### src/hdl/lcag_pkg.sv
// Shared definitions for the life cellular automaton grid.
// Holds field widths, operation and register codes, and the command and status structs.
// Depends on nothing.
package lcag_pkg;

  localparam int FUNC_W   = 2;
  localparam int ADDR_W   = 5;
  localparam int DIM_REG_W = 6;
  localparam int CFG_IDX_W = 2;
  localparam int DIM_W    = 9;

  localparam int ROWS_DEF = 32;
  localparam int COLS_DEF = 32;

  localparam logic [FUNC_W-1:0] FUNC_WRITE = 2'd0;
  localparam logic [FUNC_W-1:0] FUNC_STEP  = 2'd1;
  localparam logic [FUNC_W-1:0] FUNC_READ  = 2'd2;

  localparam logic [CFG_IDX_W-1:0] CFG_ROWS_USED = 2'd0;
  localparam logic [CFG_IDX_W-1:0] CFG_COLS_USED = 2'd1;

  localparam logic [DIM_REG_W-1:0] ROWS_USED_RST = 6'd20;
  localparam logic [DIM_REG_W-1:0] COLS_USED_RST = 6'd20;

  typedef struct packed {
    logic in_ready;
    logic latch;
    logic rd_cell;
    logic cell_op;
    logic rd_first;
    logic ld_cur;
    logic rd_next;
    logic calc;
    logic load_out;
  } cmd_t;

  typedef struct packed {
    logic              in_valid;
    logic [FUNC_W-1:0] func;
    logic              step_empty;
    logic              last_row;
    logic              out_free;
  } sts_t;

endpackage

### src/hdl/lcag_if.sv
// Valid/ready channel interfaces for the life cellular automaton grid.
// Depends on lcag_pkg for the field widths.
interface lcag_in_if;
  logic                        valid;
  logic                        ready;
  logic [lcag_pkg::FUNC_W-1:0] func;
  logic [lcag_pkg::ADDR_W-1:0] row;
  logic [lcag_pkg::ADDR_W-1:0] col;
  logic                        cell_in;

  modport source (output valid, func, row, col, cell_in, input ready);
  modport sink   (input valid, func, row, col, cell_in, output ready);
endinterface

interface lcag_out_if;
  logic valid;
  logic ready;
  logic cell_value;
  logic done_res;

  modport source (output valid, cell_value, done_res, input ready);
  modport sink   (input valid, cell_value, done_res, output ready);
endinterface

### src/hdl/lcag_ctrl.sv
// Sequencer for the life cellular automaton grid.
// Decodes each transaction and walks the row loop of a generation step.
// Depends on lcag_pkg.
module lcag_ctrl (
  input  logic            clk,
  input  logic            rst_n,
  input  lcag_pkg::sts_t  sts,
  output lcag_pkg::cmd_t  cmd
);

  typedef enum logic [6:0] {
    S_IDLE      = 7'b0000001,
    S_DECODE    = 7'b0000010,
    S_CELL_OP   = 7'b0000100,
    S_STEP_LD0  = 7'b0001000,
    S_STEP_RDN  = 7'b0010000,
    S_STEP_CALC = 7'b0100000,
    S_RESP      = 7'b1000000
  } state_t;

  state_t state_r, state_nxt;

  always_ff @(posedge clk) begin
    if (!rst_n) begin
      state_r <= S_IDLE;
    end else begin
      state_r <= state_nxt;
    end
  end

  always_comb begin
    state_nxt = state_r;
    cmd       = '0;
    case (state_r)
      S_IDLE: begin
        cmd.in_ready = 1'b1;
        if (sts.in_valid) begin
          cmd.latch = 1'b1;
          state_nxt = S_DECODE;
        end
      end
      S_DECODE: begin
        if (sts.func inside {lcag_pkg::FUNC_WRITE, lcag_pkg::FUNC_READ}) begin
          cmd.rd_cell = 1'b1;
          state_nxt   = S_CELL_OP;
        end else if (sts.func == lcag_pkg::FUNC_STEP && !sts.step_empty) begin
          cmd.rd_first = 1'b1;
          state_nxt    = S_STEP_LD0;
        end else begin
          state_nxt = S_RESP;
        end
      end
      S_CELL_OP: begin
        cmd.cell_op = 1'b1;
        state_nxt   = S_RESP;
      end
      S_STEP_LD0: begin
        cmd.ld_cur = 1'b1;
        state_nxt  = S_STEP_RDN;
      end
      S_STEP_RDN: begin
        cmd.rd_next = 1'b1;
        state_nxt   = S_STEP_CALC;
      end
      S_STEP_CALC: begin
        cmd.calc  = 1'b1;
        state_nxt = sts.last_row ? S_RESP : S_STEP_RDN;
      end
      S_RESP: begin
        if (sts.out_free) begin
          cmd.load_out = 1'b1;
          state_nxt    = S_IDLE;
        end
      end
      default: begin
        state_nxt = S_IDLE;
      end
    endcase
  end

endmodule

### src/hdl/lcag_datapath.sv
// Datapath for the life cellular automaton grid: row-wide cell memory with row valid bits,
// a three-row window with the B3/S23 update of a whole row, and the output register.
// Depends on lcag_pkg.
module lcag_datapath #(
  parameter int ROWS = lcag_pkg::ROWS_DEF,
  parameter int COLS = lcag_pkg::COLS_DEF
) (
  input  logic                           clk,
  input  logic                           rst_n,
  input  lcag_pkg::cmd_t                 cmd,
  output lcag_pkg::sts_t                 sts,
  input  logic                           in_valid,
  input  logic [lcag_pkg::FUNC_W-1:0]    in_func,
  input  logic [lcag_pkg::ADDR_W-1:0]    in_row,
  input  logic [lcag_pkg::ADDR_W-1:0]    in_col,
  input  logic                           in_cell_in,
  input  logic [lcag_pkg::DIM_REG_W-1:0] rows_used,
  input  logic [lcag_pkg::DIM_REG_W-1:0] cols_used,
  input  logic                           out_ready,
  output logic                           out_valid,
  output logic                           out_cell_value
);

  localparam int RW = $clog2(ROWS);
  localparam int DW = lcag_pkg::DIM_W;

  logic [COLS-1:0] mem [ROWS];
  logic [ROWS-1:0] row_vld_r;
  logic [COLS-1:0] rd_row_r;
  logic            rd_vld_r;
  logic [COLS-1:0] rd_data;

  logic [lcag_pkg::FUNC_W-1:0] func_r;
  logic [lcag_pkg::ADDR_W-1:0] row_r;
  logic [lcag_pkg::ADDR_W-1:0] col_r;
  logic                        cell_in_r;

  logic [DW-1:0] row_ext, col_ext, ru_ext, cu_ext, nr, nc, r_cnt_r, r_inc;
  logic          addr_ok;

  logic [COLS-1:0] prev_r, cur_r, col_mask, col_hit, nxt_row;
  logic [COLS-1:0] nb_prev, nb_cur, nb_next, life_row, step_row, cell_row;
  logic            rd_bit;

  logic            rd_en;
  logic [RW-1:0]   rd_addr;
  logic            wr_en;
  logic [RW-1:0]   wr_addr;
  logic [COLS-1:0] wr_data;

  logic cell_r;
  logic out_valid_r;
  logic out_cell_r;

  assign row_ext = DW'(row_r);
  assign col_ext = DW'(col_r);
  assign addr_ok = (row_ext < DW'(ROWS)) && (col_ext < DW'(COLS));

  assign ru_ext = DW'(rows_used);
  assign cu_ext = DW'(cols_used);
  assign nr     = (ru_ext > DW'(ROWS)) ? DW'(ROWS) : ru_ext;
  assign nc     = (cu_ext > DW'(COLS)) ? DW'(COLS) : cu_ext;
  assign r_inc  = DW'(r_cnt_r + DW'(1));

  assign sts.in_valid   = in_valid;
  assign sts.func       = func_r;
  assign sts.step_empty = (nr == '0) || (nc == '0);
  assign sts.last_row   = (r_inc == nr);
  assign sts.out_free   = !out_valid_r || out_ready;

  assign rd_data = rd_vld_r ? rd_row_r : '0;

  always_comb begin
    for (int c = 0; c < COLS; c++) begin
      col_mask[c] = DW'(c) < nc;
      col_hit[c]  = DW'(c) == col_ext;
    end
  end

  assign cell_row = (rd_data & ~col_hit) | ({COLS{cell_in_r}} & col_hit);
  assign rd_bit   = |(rd_data & col_hit);

  // Rows beyond the active region count as dead
  assign nxt_row = sts.last_row ? '0 : rd_data;
  assign nb_prev = prev_r & col_mask;
  assign nb_cur  = cur_r & col_mask;
  assign nb_next = nxt_row & col_mask;

  always_comb begin
    logic [3:0] cnt;
    for (int c = 0; c < COLS; c++) begin
      cnt = 4'(nb_prev[c]) + 4'(nb_next[c]);
      if (c > 0) begin
        cnt = cnt + 4'(nb_prev[c-1]) + 4'(nb_cur[c-1]) + 4'(nb_next[c-1]);
      end
      if (c < COLS - 1) begin
        cnt = cnt + 4'(nb_prev[c+1]) + 4'(nb_cur[c+1]) + 4'(nb_next[c+1]);
      end
      life_row[c] = nb_cur[c] ? ((cnt == 4'd2) || (cnt == 4'd3)) : (cnt == 4'd3);
    end
  end

  assign step_row = (life_row & col_mask) | (cur_r & ~col_mask);

  always_comb begin
    rd_en   = cmd.rd_cell || cmd.rd_first || cmd.rd_next;
    rd_addr = row_ext[RW-1:0];
    if (cmd.rd_first) begin
      rd_addr = '0;
    end else if (cmd.rd_next) begin
      rd_addr = r_inc[RW-1:0];
    end
  end

  always_comb begin
    wr_en   = cmd.calc || (cmd.cell_op && func_r == lcag_pkg::FUNC_WRITE && addr_ok);
    wr_addr = cmd.calc ? r_cnt_r[RW-1:0] : row_ext[RW-1:0];
    wr_data = cmd.calc ? step_row : cell_row;
  end

  always_ff @(posedge clk) begin
    if (rd_en) begin
      rd_row_r <= mem[rd_addr];
    end
    if (wr_en) begin
      mem[wr_addr] <= wr_data;
    end
  end

  always_ff @(posedge clk) begin
    if (!rst_n) begin
      row_vld_r <= '0;
      rd_vld_r  <= 1'b0;
    end else begin
      if (rd_en) begin
        rd_vld_r <= row_vld_r[rd_addr];
      end
      if (wr_en) begin
        row_vld_r[wr_addr] <= 1'b1;
      end
    end
  end

  always_ff @(posedge clk) begin
    if (cmd.latch) begin
      func_r    <= in_func;
      row_r     <= in_row;
      col_r     <= in_col;
      cell_in_r <= in_cell_in;
      cell_r    <= 1'b0;
    end
    if (cmd.cell_op && func_r == lcag_pkg::FUNC_READ) begin
      cell_r <= addr_ok && rd_bit;
    end
    if (cmd.rd_first) begin
      prev_r  <= '0;
      r_cnt_r <= '0;
    end
    if (cmd.ld_cur) begin
      cur_r <= rd_data;
    end
    if (cmd.calc) begin
      prev_r  <= cur_r;
      cur_r   <= nxt_row;
      r_cnt_r <= r_inc;
    end
    if (cmd.load_out) begin
      out_cell_r <= cell_r;
    end
  end

  always_ff @(posedge clk) begin
    if (!rst_n) begin
      out_valid_r <= 1'b0;
    end else if (cmd.load_out) begin
      out_valid_r <= 1'b1;
    end else if (out_ready) begin
      out_valid_r <= 1'b0;
    end
  end

  assign out_valid      = out_valid_r;
  assign out_cell_value = out_cell_r;

endmodule

### src/hdl/life_cellular_automaton_grid.sv
// Life cellular automaton grid (B3/S23), top level with configuration registers.
// Cell write and read pass through the decode, cell operation and response states; a
// generation step runs over rows_used rows, capped at ROWS, and a step over an empty
// region or the unused operation code goes straight from decode to the response. The grid
// sits in one memory word per row with one read and one write port, and a step updates one
// whole row per pass through its read and calculate states, through a three-row window.
// Per-row valid bits give the all-dead reset at once, so there is no clearing pass. A
// finished result waits in an output register while the next transaction is accepted.
// Depends on lcag_pkg, lcag_if, lcag_ctrl and lcag_datapath.
module life_cellular_automaton_grid #(
  parameter int ROWS = lcag_pkg::ROWS_DEF,
  parameter int COLS = lcag_pkg::COLS_DEF
) (
  input  logic                            clk,
  input  logic                            rst_n,
  lcag_in_if.sink                         in_ch,
  lcag_out_if.source                      out_ch,
  input  logic                            cfg_we,
  input  logic [lcag_pkg::CFG_IDX_W-1:0]  cfg_idx,
  input  logic [lcag_pkg::DIM_REG_W-1:0]  cfg_wdata
);

  lcag_pkg::cmd_t cmd;
  lcag_pkg::sts_t sts;

  logic [lcag_pkg::DIM_REG_W-1:0] rows_used_r;
  logic [lcag_pkg::DIM_REG_W-1:0] cols_used_r;

  always_ff @(posedge clk) begin
    if (!rst_n) begin
      rows_used_r <= lcag_pkg::ROWS_USED_RST;
      cols_used_r <= lcag_pkg::COLS_USED_RST;
    end else if (cfg_we) begin
      case (cfg_idx)
        lcag_pkg::CFG_ROWS_USED: rows_used_r <= cfg_wdata;
        lcag_pkg::CFG_COLS_USED: cols_used_r <= cfg_wdata;
        default: ;
      endcase
    end
  end

  lcag_ctrl u_ctrl (
    .clk   (clk),
    .rst_n (rst_n),
    .sts   (sts),
    .cmd   (cmd)
  );

  lcag_datapath #(
    .ROWS (ROWS),
    .COLS (COLS)
  ) u_datapath (
    .clk            (clk),
    .rst_n          (rst_n),
    .cmd            (cmd),
    .sts            (sts),
    .in_valid       (in_ch.valid),
    .in_func        (in_ch.func),
    .in_row         (in_ch.row),
    .in_col         (in_ch.col),
    .in_cell_in     (in_ch.cell_in),
    .rows_used      (rows_used_r),
    .cols_used      (cols_used_r),
    .out_ready      (out_ch.ready),
    .out_valid      (out_ch.valid),
    .out_cell_value (out_ch.cell_value)
  );

  assign in_ch.ready     = cmd.in_ready;
  assign out_ch.done_res = 1'b1;

  a_busy_after_accept: assert property (@(posedge clk) disable iff (!rst_n)
    (in_ch.valid && in_ch.ready) |=> !in_ch.ready)
    else $error("input accepted while a transaction is in progress");

  a_no_result_overrun: assert property (@(posedge clk) disable iff (!rst_n)
    cmd.load_out |-> sts.out_free)
    else $error("result loaded over an untaken result");

  a_rows_used_write: assert property (@(posedge clk) disable iff (!rst_n)
    (cfg_we && cfg_idx == lcag_pkg::CFG_ROWS_USED) |=> rows_used_r == $past(cfg_wdata))
    else $error("rows_used write lost");

endmodule
### src/flat_wrapper.sv
// flat-port wrapper written by rule: the top's interface ports become plain ports
module life_cellular_automaton_grid_flat 
#(
  parameter int ROWS = lcag_pkg::ROWS_DEF,
  parameter int COLS = lcag_pkg::COLS_DEF
)
  (clk, rst_n, cfg_we, cfg_idx, cfg_wdata, in_ch_valid, in_ch_func, in_ch_row, in_ch_col, in_ch_cell_in, in_ch_ready, out_ch_valid, out_ch_cell_value, out_ch_done_res, out_ch_ready);
  lcag_in_if in_ch_i ();
  lcag_out_if out_ch_i ();
  input  logic clk;
  input  logic rst_n;
  input  logic cfg_we;
  input  logic [lcag_pkg::CFG_IDX_W-1:0] cfg_idx;
  input  logic [lcag_pkg::DIM_REG_W-1:0] cfg_wdata;
  input wire logic [$bits(in_ch_i.valid)-1:0] in_ch_valid;
  input wire logic [$bits(in_ch_i.func)-1:0] in_ch_func;
  input wire logic [$bits(in_ch_i.row)-1:0] in_ch_row;
  input wire logic [$bits(in_ch_i.col)-1:0] in_ch_col;
  input wire logic [$bits(in_ch_i.cell_in)-1:0] in_ch_cell_in;
  output wire logic [$bits(in_ch_i.ready)-1:0] in_ch_ready;
  output wire logic [$bits(out_ch_i.valid)-1:0] out_ch_valid;
  output wire logic [$bits(out_ch_i.cell_value)-1:0] out_ch_cell_value;
  output wire logic [$bits(out_ch_i.done_res)-1:0] out_ch_done_res;
  input wire logic [$bits(out_ch_i.ready)-1:0] out_ch_ready;
  assign in_ch_i.valid = in_ch_valid;
  assign in_ch_i.func = in_ch_func;
  assign in_ch_i.row = in_ch_row;
  assign in_ch_i.col = in_ch_col;
  assign in_ch_i.cell_in = in_ch_cell_in;
  assign in_ch_ready = in_ch_i.ready;
  assign out_ch_valid = out_ch_i.valid;
  assign out_ch_cell_value = out_ch_i.cell_value;
  assign out_ch_done_res = out_ch_i.done_res;
  assign out_ch_i.ready = out_ch_ready;
  life_cellular_automaton_grid #(.ROWS(ROWS), .COLS(COLS)) u_core (.clk(clk), .rst_n(rst_n), .in_ch(in_ch_i), .out_ch(out_ch_i), .cfg_we(cfg_we), .cfg_idx(cfg_idx), .cfg_wdata(cfg_wdata));
endmodule
### config.mk
export PLATFORM = sky130hd
export DESIGN_NAME = life_cellular_automaton_grid_flat
export DESIGN_NICKNAME = d
export VERILOG_FILES = /design/src/hdl/lcag_pkg.sv /design/src/hdl/lcag_if.sv /design/src/hdl/lcag_ctrl.sv /design/src/hdl/lcag_datapath.sv /design/src/hdl/life_cellular_automaton_grid.sv /design/src/flat_wrapper.sv
export SDC_FILE = /design/constraint.sdc
export NUM_CORES = 2
export LEC_CHECK = 0
export ABC_AREA = 1
export BUFFER_PORTS_ARGS = -buffer_cell sky130_fd_sc_hd__buf_2
export CAP_MARGIN = 30
export CORE_MARGIN = 2
export CORE_UTILIZATION = 55
export DETAILED_ROUTE_END_ITERATION = 16
export PLACE_DENSITY = 0.78
export REMOVE_ABC_BUFFERS = 1
export SYNTH_ARGS = -nofsm -noshare
export SYNTH_HDL_FRONTEND = slang
export SYNTH_SLANG_ARGS = --single-unit
### constraint.sdc
create_clock -name clk -period 5.57 [get_ports clk]
set_input_delay 0.557 -clock clk [delete_from_list [all_inputs] [get_ports clk]]
set_output_delay 0.557 -clock clk [all_outputs]
set_load 0.05 [all_outputs]
=== After elaboration in Yosys (flattened, before gate mapping) ===
Memories as Yosys holds them, arrays and structs flattened. A register that Yosys moved wholly into a read port is not among the register bits.
Index checks and enable logic that the tools add are counted.

* Add/subtract/negate cells: 219
* Order comparisons: 39
* Eq/ne operators: 108
* Muxes and demuxes: 75
* Bitwise operators: 13
* Reductions and logical operators: 60

{| class="wikitable"
|+ Operators by type and width
! kind !! count
|-
| adder 4 x 1 -> 4 bit || 122
|-
| bitwise AND 32 bit || 8
|-
| equality test 4 x 2 -> 1 bit (second input constant) || 64
|-
| 2-to-1 mux 32 bit || 7
|-
| adder 3 x 1 -> 4 bit || 32
|-
| adder 2 x 1 -> 3 bit || 32
|-
| < comparator 5 x 6 -> 1 bit (first input constant) || 16
|-
| OR 32 bit || 3
|-
| equality test 5 bit (first input constant) || 16
|-
| adder 1 x 1 -> 2 bit || 32
|-
| NOT 32 bit || 2
|-
| 2-to-1 mux 1 bit || 52
|-
| one-hot mux 7 bit (7 select lines) || 1
|-
| < comparator 4 x 6 -> 1 bit (first input constant) || 8
|-
| equality test 4 x 5 -> 1 bit (first input constant) || 8
|-
| logical OR 1 bit || 37
|-
| 2-to-1 mux 7 bit || 5
|-
| OR reduction 32 bit || 1
|-
| logical NOT 9 bit || 3
|-
| < comparator 3 x 6 -> 1 bit (first input constant) || 4
|-
| < comparator 5 x 6 -> 1 bit (second input constant) || 4
|-
| equality test 3 x 5 -> 1 bit (first input constant) || 4
|-
| 2-to-1 mux 9 bit || 2
|-
| 2-to-1 mux 5 bit || 3
|-
| 28 further kinds || 48
|}

* Flip-flop bits (word level): 141
* Bits in writable memories: 1024
* Input port bits: 26
* Output and inout bits: 4
* Word-level logic and storage cells: 530
* Memories kept: 1

{| class="wikitable"
|+ Memory list
! memory !! words !! width !! rd ports !! clocked after Yosys merged registers in !! write ports !! RTL line !! RTL
|-
| u_core.u_datapath.mem || 32 || 32 || 1 || 1 || 1 || lcag_datapath.sv:27 || <nowiki>logic [COLS-1:0] mem [ROWS];</nowiki>
|}

=== Logic depth before layout (Yosys ltp) ===
* Depth after elaboration: 18
* Depth in mapped cells: 23

=== Modules after synthesis ===
Synthesis repeated with hierarchy kept, for this count alone.

* Cells, all modules: 4721
* Area total of the unflattened synthesis: 55489.5 µm²

{| class="wikitable"
|+ By module, submodules not included
! module !! times used !! cells an instance !! area an instance (µm²) !! seq. area each (µm²)
|-
| lcag_datapath || 1 || 4573 || 54496.0 || 35033.6
|-
| life_cellular_automaton_grid || 1 || 73 || 510.5 || 240.2
|-
| lcag_ctrl || 1 || 75 || 483.0 || 140.1
|}

=== Worst setup path before layout ===
No wires, ideal clock.

* Kind: register -> register
* From: reg u_core.cols_used_r[5] (netlist name)
* To: mem u_core.u_datapath.mem[0][23] (netlist name), data pin
* Arrival: 5.263 ns
* Data required time: 5.103 ns
* Path slack: -0.160 ns
* Cell stages (with the launch flop): 18
* Buffers on the path: 1
* Clock period less this slack: 5.730 ns
* Path through: dfxtp_1 buf_2 nor2_1 a21oi_1 inv_1 a21oi_1 inv_1 nor2_1 fa_1 inv_1 fa_1 inv_1 fa_1 ha_1 fa_1 a21oi_1 a21oi_1 o31ai_1

* Cells in the longest elaborated chain, start to end: 17
* Elaborated cells on any way between the ends: 24
* Those cells by class: add/sub: 7; order compare: 4; eq/ne: 2; mux: 3; bitwise: 7; reduce/logical: 1

{| class="wikitable"
|+ RTL lines
! item !! RTL line !! RTL
|-
| start: declaration || life_cellular_automaton_grid.sv:27 || <nowiki>logic [lcag_pkg::DIM_REG_W-1:0] cols_used_r;</nowiki>
|-
| start signal: assignment || life_cellular_automaton_grid.sv:32 || <nowiki>cols_used_r <= lcag_pkg::COLS_USED_RST;</nowiki>
|-
| start signal: assignment || life_cellular_automaton_grid.sv:36 || <nowiki>lcag_pkg::CFG_COLS_USED: cols_used_r <= cfg_wdata;</nowiki>
|-
| greater-than comparator 6 bit || lcag_datapath.sv:62 || <nowiki>assign nc = (cu_ext > DW'(COLS)) ? DW'(COLS) : cu_ext;</nowiki>
|-
| 2-to-1 mux 6 bit * || lcag_datapath.sv:62 ||
|-
| < comparator 5 x 6 -> 1 bit || lcag_datapath.sv:75 || <nowiki>col_mask[c] = DW'(c) < nc;</nowiki>
|-
| bitwise AND 32 bit, on equally long branches || lcag_datapath.sv:85, lcag_datapath.sv:87 ||
|-
| adder 1 x 1 -> 2 bit || lcag_datapath.sv:92 || <nowiki>cnt = 4'(nb_prev[c]) + 4'(nb_next[c]);</nowiki>
|-
| adder 2 x 1 -> 3 bit || lcag_datapath.sv:94 || <nowiki>cnt = cnt + 4'(nb_prev[c-1]) + 4'(nb_cur[c-1]) + 4'(nb_next[c-1]);</nowiki>
|-
| adder 3 x 1 -> 4 bit || lcag_datapath.sv:94 ||
|-
| adder 4 x 1 -> 4 bit || lcag_datapath.sv:94 ||
|-
| adder 4 x 1 -> 4 bit (3 in series) || lcag_datapath.sv:97 || <nowiki>cnt = cnt + 4'(nb_prev[c+1]) + 4'(nb_cur[c+1]) + 4'(nb_next[c+1]);</nowiki>
|-
| equality test 4 x 2 -> 1 bit || lcag_datapath.sv:99 || <nowiki>life_row[c] = nb_cur[c] ? ((cnt == 4'd2) || (cnt == 4'd3)) : (cnt == 4'd3);</nowiki>
|-
| logical OR 1 bit || lcag_datapath.sv:99 ||
|-
| 2-to-1 mux 1 bit || lcag_datapath.sv:99 ||
|-
| bitwise AND 32 bit || lcag_datapath.sv:103 || <nowiki>assign step_row = (life_row & col_mask) | (cur_r & ~col_mask);</nowiki>
|-
| OR 32 bit * || lcag_datapath.sv:103 ||
|-
| 2-to-1 mux 32 bit * || lcag_datapath.sv:118 || <nowiki>wr_data = cmd.calc ? step_row : cell_row;</nowiki>
|-
| net u_core.u_datapath.wr_data[23] || lcag_datapath.sv:49 || <nowiki>logic [COLS-1:0] wr_data;</nowiki>
|-
| end: declaration || lcag_datapath.sv:27 ||
|}

Mark *: on every way through the listed nets, which the timed path passes. The rest lies on a longest branch.

=== Final worst setup path ===
* From: reg u_core.cols_used_r[3] (netlist name)
* To: mem u_core.u_datapath.mem[5][29] (netlist name), data pin

The elaborated chain is that of the path after synthesis.

==> metrics <==
Placed Area 0.0583 mm^2; sinks on the clock net 1,197; CTS clk-pin slew, worst paths 0.06 ns; count of nets after finishing 4,892; Syn Area/Cell 12.1 um^2; post-synthesis sequential element count 1,197; sequential share of the synthesized area 0.635; Final Wtd Congestion 0.966; final worst slack 0.258 ns; relative slew slack 0.286; Max clock buf depth 3; kind of critical path flop to flop; starting density of the core 0.556; area of the core 0.100 mm^2; layout cell share with drive strength beyond 1 0.102; post-synth cell types 49; predominant post-synthesis flop cell edfxtp_1; critical path startpoint category flop; via/cell ratio 6.20; Total Routed Length 154,000 um; cell taking the most area after synthesis edfxtp_1; clock latency reported for the late side of the worst-skew pair 0.75 ns; DR vias 37,800; actual slew at the worst max-slew pin 1.07 ns; summed instance area of the synthesized netlist 0.0558 mm^2; number of placement rows 116; global-route congestion overflow total 0; Layout Skew 0.0705 ns; maximum VDD drop 270 uV; floorplan die height 323 um; max-cap viol count 0; share of flip-flops with an asynchronous set or reset after synthesis 0; Root Buffer clkbuf_16; initial antenna violation count 3; setup slack at placement 0.196 ns; I/O pin total 30; Layout area overhead 11.4%; power density relative to cell area 315 mW/mm^2; maximum number of pins on one net before global-route repair 180; outcome completed; most frequent cell after synthesis edfxtp_1; Post-Syn Instances 4,598; post-route design area 0.0622 mm^2; shortest period the worst path allows 5.31 ns; post-detailed-route wirelength per cell 25.2 um; Pins Over Slew Limit 0; top-area cell type share of the netlist area 0.616; most common library cells after synthesis edfxtp_1 (1,144), o211ai_1 (531), nand3_1 (471), nand2_1 (454), inv_1 (412); number of iterations in the first detailed-routing pass 8; post-route ant nets 0; worst min-delay path category input port to flop; die outline area 0.104 mm^2; vias in the first global route 37,500; first-pass GRT wire length 229,000 um; synth top area cells edfxtp_1 (62%), o211ai_1 (7.1%), fa_1 (4.4%); global-route usage over all layers 0.295; number of warnings printed during yosys synthesis 0; total CTS buffers 117; Achievable Freq 188 MHz; number of enable-type register cells in the synthesized netlist 1,144; leakage power 21.0 nW; setup-violating endpoint count in the final report 0; number of hold violations in the final report 0; Remaining DRCs 0; critical-path maximum fanout 32; width of the die 323 um; 1st-iter DRT viols 5,444; data arrival time of the worst path 5.73 ns; Final HPWL DP 87,300 um; input/output buffers 28; share of the clock period used by the worst path after layout 0.954; endpoint class of the critical path flop; number of H-tree levels 3; clock tree from TritonCTS yes; required time at the endpoint of the critical path 5.99 ns
-- logic make-up (layout without fill, tap and decap cells) --
logic type / after synthesis / count (layout) / share of synthesized area
AND/OR/NAND/NOR: 1719 / 1719 / 0.155
adder cells (fa/ha/maj): 217 / 217 / 0.0652
other: 1 / 3 / 0.0000672
buffers and inverters: 679 / 824 / 0.0482
XOR/XNOR: 10 / 10 / 0.00157
flip-flops: 1197 / 1197 / 0.635
AO/OA/AOI/OAI: 775 / 775 / 0.0954
-- stage by stage --
step | utilization | hold WS [ns] | cells | total power (W) | setup TNS, ns
after floorplan | - | 0.400 | 4343 | 0.0114 | -347.55
after global placement | 0.580 | 0.424 | 5865 | 0.0120 | 0
after detailed placement | 0.581 | 0.440 | 5872 | 0.0121 | 0
after CTS | 0.619 | 0.0215 | 6097 | 0.0196 | 0
after global routing | 0.620 | 0.0325 | 6100 | 0.0202 | -1.23
final | 0.620 | 0.0467 | 6102 | 0.0196 | 0
-- cell usage in the layout, fill, tap and decap left out, drive strengths merged, types with 3 or more instances in the layout --
cell type,Yosys,final
a211oi,7,7
a21oi,93,93
a31oi,5,5
buf,123,175
bufinv,0,6
clkbuf,132,152
clkinv,2,51
dfxtp,53,53
dlygate4sd3,0,12
edfxtp,1144,1144
fa,123,123
ha,94,94
inv,422,426
nand2,459,459
nand3,472,472
nand3b,16,16
nand4,16,16
nor2,222,222
nor3,8,8
nor4,8,8
o2111ai,6,6
o211ai,531,531
o21a,3,3
o21ai,103,103
o21bai,4,4
o22ai,14,14
o31ai,5,5
or2,517,517
xor2,8,8
-- worst paths after layout --
check / start / endpoint / slack [ns] / cells past startpoint
min: in_ch_col[3] / u_core.u_datapath.col_r[3]$_DFFE_PP_ / 0.05 / 1
max: u_core.cols_used_r[3]$_SDFFE_PN0P_ / u_core.u_datapath.mem[5][29]$_DFFE_PP_ / 0.26 / 23
min reg2reg: u_core.u_datapath.row_vld_r[0]$_SDFFE_PN0N_ / u_core.u_datapath.row_vld_r[0]$_SDFFE_PN0N_ / 0.46 / 2
max reg2reg: u_core.cols_used_r[3]$_SDFFE_PN0P_ / u_core.u_datapath.mem[5][29]$_DFFE_PP_ / 0.26 / 23
-- state kept, by name, summed over array words and instances (netlist names), 2 cells and up --
signal and count:
u_core.u_datapath.cur_r 32, u_core.u_datapath.row_r 5, u_core.u_ctrl.state_r 7, u_core.u_datapath.r_cnt_r 9
u_core.u_datapath.rd_row_r 32, u_core.cols_used_r 6, u_core.u_datapath.prev_r 32, u_core.u_datapath.mem 1024
u_core.rows_used_r 6, u_core.u_datapath.row_vld_r 32, u_core.u_datapath.func_r 2, u_core.u_datapath.col_r 5
-- cell type report --
type,count,area (um^2)
multi-input combinational,2722,18000
antenna,2,5.00
clock inverter,61,564
inverter,424,1620
sequential,1197,35400
tap,1357,1700
clock buffer,152,3110
fill,7339,38100
timing repair buffer,187,1780
-- per-layer routing --
metal  share of wire  routed length (um)  GRT usage  vias up
met1            0.38               57700      0.390    18500
met2            0.47               71900      0.470     2271
met5        0.000085                  13          0        -
met4           0.052                8050      0.149        2
met3            0.10               16000     0.0578      495
li1                -                   -          -    16600
-- what timing repair did --
action                                  in CTS  in global routing
hold buffers                                12                  0
endpoints found under the setup margin       0                132
hold endpoints to repair                    12                  0
resized for setup                            0                 11
buffers inserted                             0                  0
-- worst max-delay path: stages (launching register included) --
cell and delay (ns):
dfxtp_1 0.36, inv_1 0.09, nor2_1 0.12, inv_1 0.07, nor2_1 0.08, inv_1 0.11
nor2_2 0.22, nor2_1 0.09, buf_4 0.16, a21oi_1 0.23, inv_1 0.16, nor2_4 0.17
fa_1 0.41, inv_1 0.08, fa_1 0.43, fa_1 0.49, inv_1 0.04, ha_1 0.20
fa_1 0.43, o21ai_0 0.08, a21oi_1 0.08, o211ai_1 0.43, nand2_1 0.18, buf_4 0.27
-- power by group --
part           total (W)  switching [W]  leakage [nW]  internal, W
registers        0.00989      0.0000327          9.89      0.00986
logic            0.00205        0.00139          9.35     0.000656
clock network    0.00765        0.00343          1.79      0.00422
No activity file was read; power rests on OpenSTA's default activity.
